--- config.mk ---
export PLATFORM = sky130hd
export DESIGN_NAME = imutcf_ctrl
export DESIGN_NICKNAME = d
export VERILOG_FILES = /design/src/sv/imutcf_pkg.sv /design/src/sv/imutcf_ctrl.sv
export SDC_FILE = /design/constraint.sdc
export NUM_CORES = 1
export LEC_CHECK = 0
export CAP_MARGIN = 15
export CORE_ASPECT_RATIO = 1.4
export CORE_MARGIN = 3
export CORE_UTILIZATION = 25
export DETAILED_ROUTE_END_ITERATION = 10
export DONT_BUFFER_PORTS = 1
export GPL_ROUTABILITY_DRIVEN = 1
export PLACE_DENSITY = 0.49
export SYNTH_ARGS = -nofsm -noshare
export SYNTH_HDL_FRONTEND = slang
export SYNTH_SLANG_ARGS = --single-unit
--- constraint.sdc ---
create_clock -name clk -period 1.59 [get_ports clk]
set_input_delay 0.2385 -clock clk [delete_from_list [all_inputs] [get_ports clk]]
set_output_delay 0.2385 -clock clk [all_outputs]
set_load 0.005 [all_outputs]
--- src/sv/imutcf_pkg.sv ---
`timescale 1ns / 1ps
// ----------------------------------------------------------------------------
// imutcf_pkg
// Shared types, constants and the arctangent table of the tilt filter.
// ----------------------------------------------------------------------------
package imutcf_pkg;

	localparam int CORDIC_STEPS_DEF = 16;
	localparam int CORDIC_MAX       = 24;
	localparam int SQRT_STEPS       = 16;
	// divide by 1000: 64-bit dividend, 16 bits retired per step
	localparam int DIV_BITS         = 64;
	localparam int DIV_STEPS        = 4;
	localparam int CNT_W            = 6;

	// configuration register indexes
	typedef enum logic [2:0] {
		REG_ROLL_OFF   = 3'd0,
		REG_PITCH_OFF  = 3'd1,
		REG_RATE_OFF_X = 3'd2,
		REG_RATE_OFF_Y = 3'd3,
		REG_RATE_OFF_Z = 3'd4,
		REG_RATE_SCALE = 3'd5,
		REG_GYRO_W     = 3'd6
	} cfg_reg_t;

	// datapath micro-operations
	typedef enum logic [4:0] {
		OP_NONE, OP_LOAD, OP_SQ, OP_SQRT, OP_CINIT, OP_CSTEP, OP_ANGLE,
		OP_RMUL, OP_RATE, OP_IMUL, OP_DINIT, OP_DSTEP, OP_ACC,
		OP_BLO, OP_BHI, OP_BA, OP_BSUM, OP_YAW
	} dp_op_t;

	typedef struct packed {
		dp_op_t      op;
		logic [1:0]  axis;
		logic [4:0]  step;
	} dp_cmd_t;

	typedef enum logic [4:0] {
		ST_IDLE, ST_SQ, ST_SQRT, ST_CINIT, ST_CORDIC, ST_ANGLE,
		ST_RMUL, ST_RATE, ST_IMUL, ST_DINIT, ST_DIV, ST_ACC,
		ST_BLO, ST_BHI, ST_BA, ST_BSUM, ST_YAW, ST_DONE
	} ctrl_state_t;

	// atan(2^-i) in 1/65536 degree
	function automatic logic [21:0] atan_lut(input logic [4:0] i);
		logic [21:0] v;
		case (i)
			5'd0:  v = 22'd2949120;
			5'd1:  v = 22'd1740967;
			5'd2:  v = 22'd919879;
			5'd3:  v = 22'd466945;
			5'd4:  v = 22'd234379;
			5'd5:  v = 22'd117304;
			5'd6:  v = 22'd58666;
			5'd7:  v = 22'd29335;
			5'd8:  v = 22'd14668;
			5'd9:  v = 22'd7334;
			5'd10: v = 22'd3667;
			5'd11: v = 22'd1833;
			5'd12: v = 22'd917;
			5'd13: v = 22'd458;
			5'd14: v = 22'd229;
			5'd15: v = 22'd115;
			5'd16: v = 22'd57;
			5'd17: v = 22'd29;
			5'd18: v = 22'd14;
			5'd19: v = 22'd7;
			5'd20: v = 22'd4;
			5'd21: v = 22'd2;
			5'd22: v = 22'd1;
			default: v = 22'd0;
		endcase
		return v;
	endfunction

endpackage

--- src/sv/imutcf_ctrl.sv ---
`timescale 1ns / 1ps
// ----------------------------------------------------------------------------
// imutcf_ctrl
// Sequencer: steps the datapath through square root, CORDIC, rate
// integration and blend for each sample.
// ----------------------------------------------------------------------------
module imutcf_ctrl #(
	parameter int CORDIC_STEPS = imutcf_pkg::CORDIC_STEPS_DEF
) (
	input  logic                clk,
	input  logic                arst_n,
	input  logic                in_valid,
	output logic                in_ready,
	output logic                out_valid,
	input  logic                out_ready,
	output imutcf_pkg::dp_cmd_t cmd
);

	localparam int CNT_W = imutcf_pkg::CNT_W;
	localparam logic [CNT_W-1:0] SQRT_LAST = CNT_W'(imutcf_pkg::SQRT_STEPS - 1);
	localparam logic [CNT_W-1:0] CORD_LAST = CNT_W'(CORDIC_STEPS - 1);
	localparam logic [CNT_W-1:0] DIV_LAST  = CNT_W'(imutcf_pkg::DIV_STEPS - 1);

	imutcf_pkg::ctrl_state_t state_q, state_d;
	logic [CNT_W-1:0] cnt_q, cnt_d;
	logic [1:0]       axis_q, axis_d;

	// state register
	always_ff @(posedge clk or negedge arst_n) begin
		if (!arst_n) begin
			state_q <= imutcf_pkg::ST_IDLE;
			cnt_q   <= '0;
			axis_q  <= '0;
		end else begin
			state_q <= state_d;
			cnt_q   <= cnt_d;
			axis_q  <= axis_d;
		end
	end

	// next state and commands
	always_comb begin
		state_d   = state_q;
		cnt_d     = cnt_q;
		axis_d    = axis_q;
		in_ready  = 1'b0;
		out_valid = 1'b0;
		cmd.op    = imutcf_pkg::OP_NONE;
		cmd.axis  = axis_q;
		cmd.step  = cnt_q[4:0];
		case (state_q)
			imutcf_pkg::ST_IDLE: begin
				in_ready = 1'b1;
				if (in_valid) begin
					cmd.op  = imutcf_pkg::OP_LOAD;
					axis_d  = 2'd0;
					state_d = imutcf_pkg::ST_SQ;
				end
			end
			imutcf_pkg::ST_SQ: begin
				cmd.op  = imutcf_pkg::OP_SQ;
				cnt_d   = '0;
				state_d = imutcf_pkg::ST_SQRT;
			end
			imutcf_pkg::ST_SQRT: begin
				cmd.op = imutcf_pkg::OP_SQRT;
				cnt_d  = cnt_q + 1'b1;
				if (cnt_q == SQRT_LAST) state_d = imutcf_pkg::ST_CINIT;
			end
			imutcf_pkg::ST_CINIT: begin
				cmd.op  = imutcf_pkg::OP_CINIT;
				cnt_d   = '0;
				state_d = imutcf_pkg::ST_CORDIC;
			end
			imutcf_pkg::ST_CORDIC: begin
				cmd.op = imutcf_pkg::OP_CSTEP;
				cnt_d  = cnt_q + 1'b1;
				if (cnt_q == CORD_LAST) state_d = imutcf_pkg::ST_ANGLE;
			end
			imutcf_pkg::ST_ANGLE: begin
				cmd.op = imutcf_pkg::OP_ANGLE;
				if (axis_q == 2'd0) begin
					axis_d  = 2'd1;
					state_d = imutcf_pkg::ST_SQ;
				end else begin
					axis_d  = 2'd0;
					state_d = imutcf_pkg::ST_RMUL;
				end
			end
			imutcf_pkg::ST_RMUL: begin
				cmd.op  = imutcf_pkg::OP_RMUL;
				state_d = imutcf_pkg::ST_RATE;
			end
			imutcf_pkg::ST_RATE: begin
				cmd.op  = imutcf_pkg::OP_RATE;
				state_d = imutcf_pkg::ST_IMUL;
			end
			imutcf_pkg::ST_IMUL: begin
				cmd.op  = imutcf_pkg::OP_IMUL;
				state_d = imutcf_pkg::ST_DINIT;
			end
			imutcf_pkg::ST_DINIT: begin
				cmd.op  = imutcf_pkg::OP_DINIT;
				cnt_d   = '0;
				state_d = imutcf_pkg::ST_DIV;
			end
			imutcf_pkg::ST_DIV: begin
				cmd.op = imutcf_pkg::OP_DSTEP;
				cnt_d  = cnt_q + 1'b1;
				if (cnt_q == DIV_LAST) state_d = imutcf_pkg::ST_ACC;
			end
			imutcf_pkg::ST_ACC: begin
				cmd.op = imutcf_pkg::OP_ACC;
				if (axis_q == 2'd2) begin
					axis_d  = 2'd0;
					state_d = imutcf_pkg::ST_BLO;
				end else begin
					axis_d  = axis_q + 1'b1;
					state_d = imutcf_pkg::ST_RMUL;
				end
			end
			imutcf_pkg::ST_BLO: begin
				cmd.op  = imutcf_pkg::OP_BLO;
				state_d = imutcf_pkg::ST_BHI;
			end
			imutcf_pkg::ST_BHI: begin
				cmd.op  = imutcf_pkg::OP_BHI;
				state_d = imutcf_pkg::ST_BA;
			end
			imutcf_pkg::ST_BA: begin
				cmd.op  = imutcf_pkg::OP_BA;
				state_d = imutcf_pkg::ST_BSUM;
			end
			imutcf_pkg::ST_BSUM: begin
				cmd.op = imutcf_pkg::OP_BSUM;
				if (axis_q == 2'd1) begin
					state_d = imutcf_pkg::ST_YAW;
				end else begin
					axis_d  = 2'd1;
					state_d = imutcf_pkg::ST_BLO;
				end
			end
			imutcf_pkg::ST_YAW: begin
				cmd.op  = imutcf_pkg::OP_YAW;
				state_d = imutcf_pkg::ST_DONE;
			end
			imutcf_pkg::ST_DONE: begin
				out_valid = 1'b1;
				if (out_ready) state_d = imutcf_pkg::ST_IDLE;
			end
			default: state_d = imutcf_pkg::ST_IDLE;
		endcase
	end

endmodule

==> impl_metrics.py <==
metrics = {
    "run_status": {
        "status": "finished with violations",
        "violations": "setup timing",
    },
    "clocking": {
        "cts_buffers": 3,
        "cts_tree": "done",
        "clock-sinks": 13,
        "clk_path_buf_depth": 2,
        "clk_latency_ns": 0.25,
        "htreeDepth": 1,
        "clk_pin_slew_ns": 0.06,
        "root_buffer": "clkbuf_8",
    },
    "floorplanning": {
        "pin_count": 18,
        "rows": 27,
        "die_w_um": 61.00,
        "die_h_um": 82.99,
        "dieArea_mm2": 0.005062,
        "core_mm2": 0.004020,
        "initial_core_util": 0.2633,
    },
    "place": {
        "portBuffers": 0,
        "dp_hpwl_um": 1994,
        "pre_cts_slack_ns": -0.1017,
        "placed_cell_area_mm2": 0.001192,
        "gp_congestion": 0.7674,
    },
    "global_routing": {
        "grt_max_degree": 14,
        "grt_pass1_wl_um": 4574,
        "grt_pass1_vias": 964,
        "grt_use_total": 0.1157,
        "antenna_found_initial": 0,
        "grt-ovfl-total": 0,
    },
    "finish": {
        "drive_gt1_frac": 0.4490,
        "layout_commonest_cell": "buf_4",
        "final_nets": 153,
        "syn_to_final_growth_pct": 39.72,
        "mostFrequentLayoutCells": "buf_4 (24), nor2_1 (10), dfrtp_1 (10)",
        "antenna-diode-count": 0,
        "stdcell_area_mm2": 0.001479,
        "final_util": 0.3679,
        "num-fill-cells": 429,
    },
    "worst_setup_path": {
        "worstSetupPathType": "flop to flop",
        "critPathMaxFanout": 2,
        "cp_slowest_cell": "dfrtp_1",
        "cp-end-kind": "flop",
        "startpoint_type": "flop",
        "max_stage_delay_ns": 0.36,
        "crit_chain": "ha_2, or3b_1, o311a_1, o221a_1, a211oi_2",
        "required_ns": 1.76,
        "critical_path_arrival_ns": 1.85,
    },
    "synthesis": {
        "synth-seq-cells": 13,
        "yosysUniqueCellTypes": 51,
        "synth_cells": 122,
        "synth_area_leaders": "dfrtp_1 (31%), buf_4 (4.3%), a21oi_1 (3.8%)",
        "synth-main-ff-cell": "dfrtp_1",
        "yosys_warnings": 0,
        "syn_area_mm2": 0.001059,
        "ys_async_sr_fraction": 1.000,
        "synth_top_area_cell": "dfrtp_1",
        "yosysTopAreaCellShare": 0.3073,
        "synth_nets": 127,
        "yosysSeqAreaShare": 0.3073,
        "avgSynthCellArea_um2": 8.676,
        "synth_edf_count": 0,
    },
    "pwr": {
        "p_leak_nw": 0.6297,
        "report.power.total_mw": 3.044,
        "ir_worst_vdd_uv": 893.2,
        "powerDensity_mw_per_mm2": 2058,
    },
    "drt": {
        "highest_layer": "met4",
        "drc": 0,
        "drt-initial-drc-count": 39,
        "dr.pass1.iters": 4,
        "met2_wirelength_um": 1498,
        "wl_met3_um": 94,
        "vias_per_cell": 5.289,
        "routed_wl_um": 2806,
        "postRouteAntennaNets": 0,
        "m1WireLength_um": 1198,
        "num_vias": 1005,
        "route.detailed.wl_per_inst_um": 14.77,
    },
    "flow_run": {
        "maxCapViolations": 0,
    },
    "sta": {
        "rsz0062_at_grt": "true",
        "slew_violations": 0,
        "setup-violations-final": 4,
        "post-route-period-util": 1.057,
        "hold_viol": 0,
        "tightest_slew_ns": 0.6845,
        "min_period_ns": 1.681,
        "slew_headroom": 0.5422,
        "final.setup.worst_slack_ns": -0.09133,
        "max_freq_mhz": 594.8,
        "fin_skew_ns": 0.001356,
    },
    "hold_path": {
        "hold_class": "input port to flop",
    },
}
## sequential cells by signal, summed over array words and instances (netlist names)
register	cells
axis_q	2
cnt_q	6
state_q	5
## power by group
part	switching, mW	total (mW)	internal, mW
combinational	1.05	2.15	1.10
sequential	0.126	0.574	0.449
clock	0.142	0.316	0.174
total	1.32	3.04	1.72
## cells by family (layout without fill, tap and decap cells)
| logic type | count (synthesis) | count (layout) | synth area share |
|---|---|---|---|
| simple gates | 56 | 56 | 0.3050 |
| mux | 1 | 1 | 0.01064 |
| flops | 13 | 13 | 0.3073 |
| buf+inv | 14 | 39 | 0.09455 |
| fa+ha+maj | 1 | 1 | 0.01182 |
| compound gates | 32 | 32 | 0.2222 |
| xor+xnor | 5 | 5 | 0.04847 |
## worst paths after layout
path                                from         end  slack [ns]  cells past startpoint
worst max-delay path            cnt_q[1]  state_q[0]       -0.09                      5
worst min-delay path            in_valid   axis_q[1]        0.23                      3
worst max register to register  cnt_q[1]  state_q[0]       -0.09                      5
worst min register to register  cnt_q[5]    cnt_q[5]        0.61                      2
max in group asynchronous         arst_n  state_q[3]        0.64                      1
min in group asynchronous         arst_n    cnt_q[1]        0.47                      1
## synthesized netlist by cell type (all sizes together), types with 3 or more instances
cell    instances
a211o           4
a21oi           9
a22o            3
buf            11
dfrtp          13
nand2          10
nand2b          5
nand3           6
nor2           11
nor2b           5
nor3            3
nor3b           3
o21ai           4
or3             3
xor2            3
## routing by layer
metal	track usage	up-vias
li1	-	484
met1	0.1495	501
met2	0.1889	18
met3	0.03110	2
met4	0.02367	0
met5	0	-
## timing repair
action / in CTS / in global routing
gates resized for setup: 20 / 16
hold buffers: 1 / 0
cloned: 0 / 0
endpoints found under the setup margin: 5 / 14
pin swaps: 2 / 10
setup buffers: 7 / 3
endpoints found under the hold margin: 13 / 0
## cell type report
class | instances | area, um2 | area share
Clock buffer | 3 | 41.29 | 0.02792
Tap cell | 43 | 53.80 | 0.03638
Timing Repair Buffer | 33 | 280.3 | 0.1895
Sequential cell | 13 | 329.1 | 0.2225
Clock inverter | 1 | 5.005 | 0.003384
Inverter | 2 | 7.507 | 0.005076
Multi-Input combinational cell | 95 | 762.0 | 0.5152
## worst max-delay path, delay by kind of cell (launching register included)
| kind | cells | cell delay, ns |
|---|---|---|
| AND/OR/NAND/NOR | 1 | 0.36 |
| adder cells (fa/ha/maj) | 1 | 0.18 |
| AO/OA/AOI/OAI | 3 | 0.69 |
| flip-flops | 1 | 0.36 |
## through the flow
step                      TNS (ns)  hold WS, ns  cells
after floorplan            -0.1017     -0.05709    122
after global placement    -0.04811     -0.05656    176
after detailed placement   -0.1017     -0.05645    176
after CTS                  -0.2036       0.2340    188
after global routing       -0.4297       0.2433    190
final                      -0.1479       0.2318    190
Power figures use the tool's default switching activity.
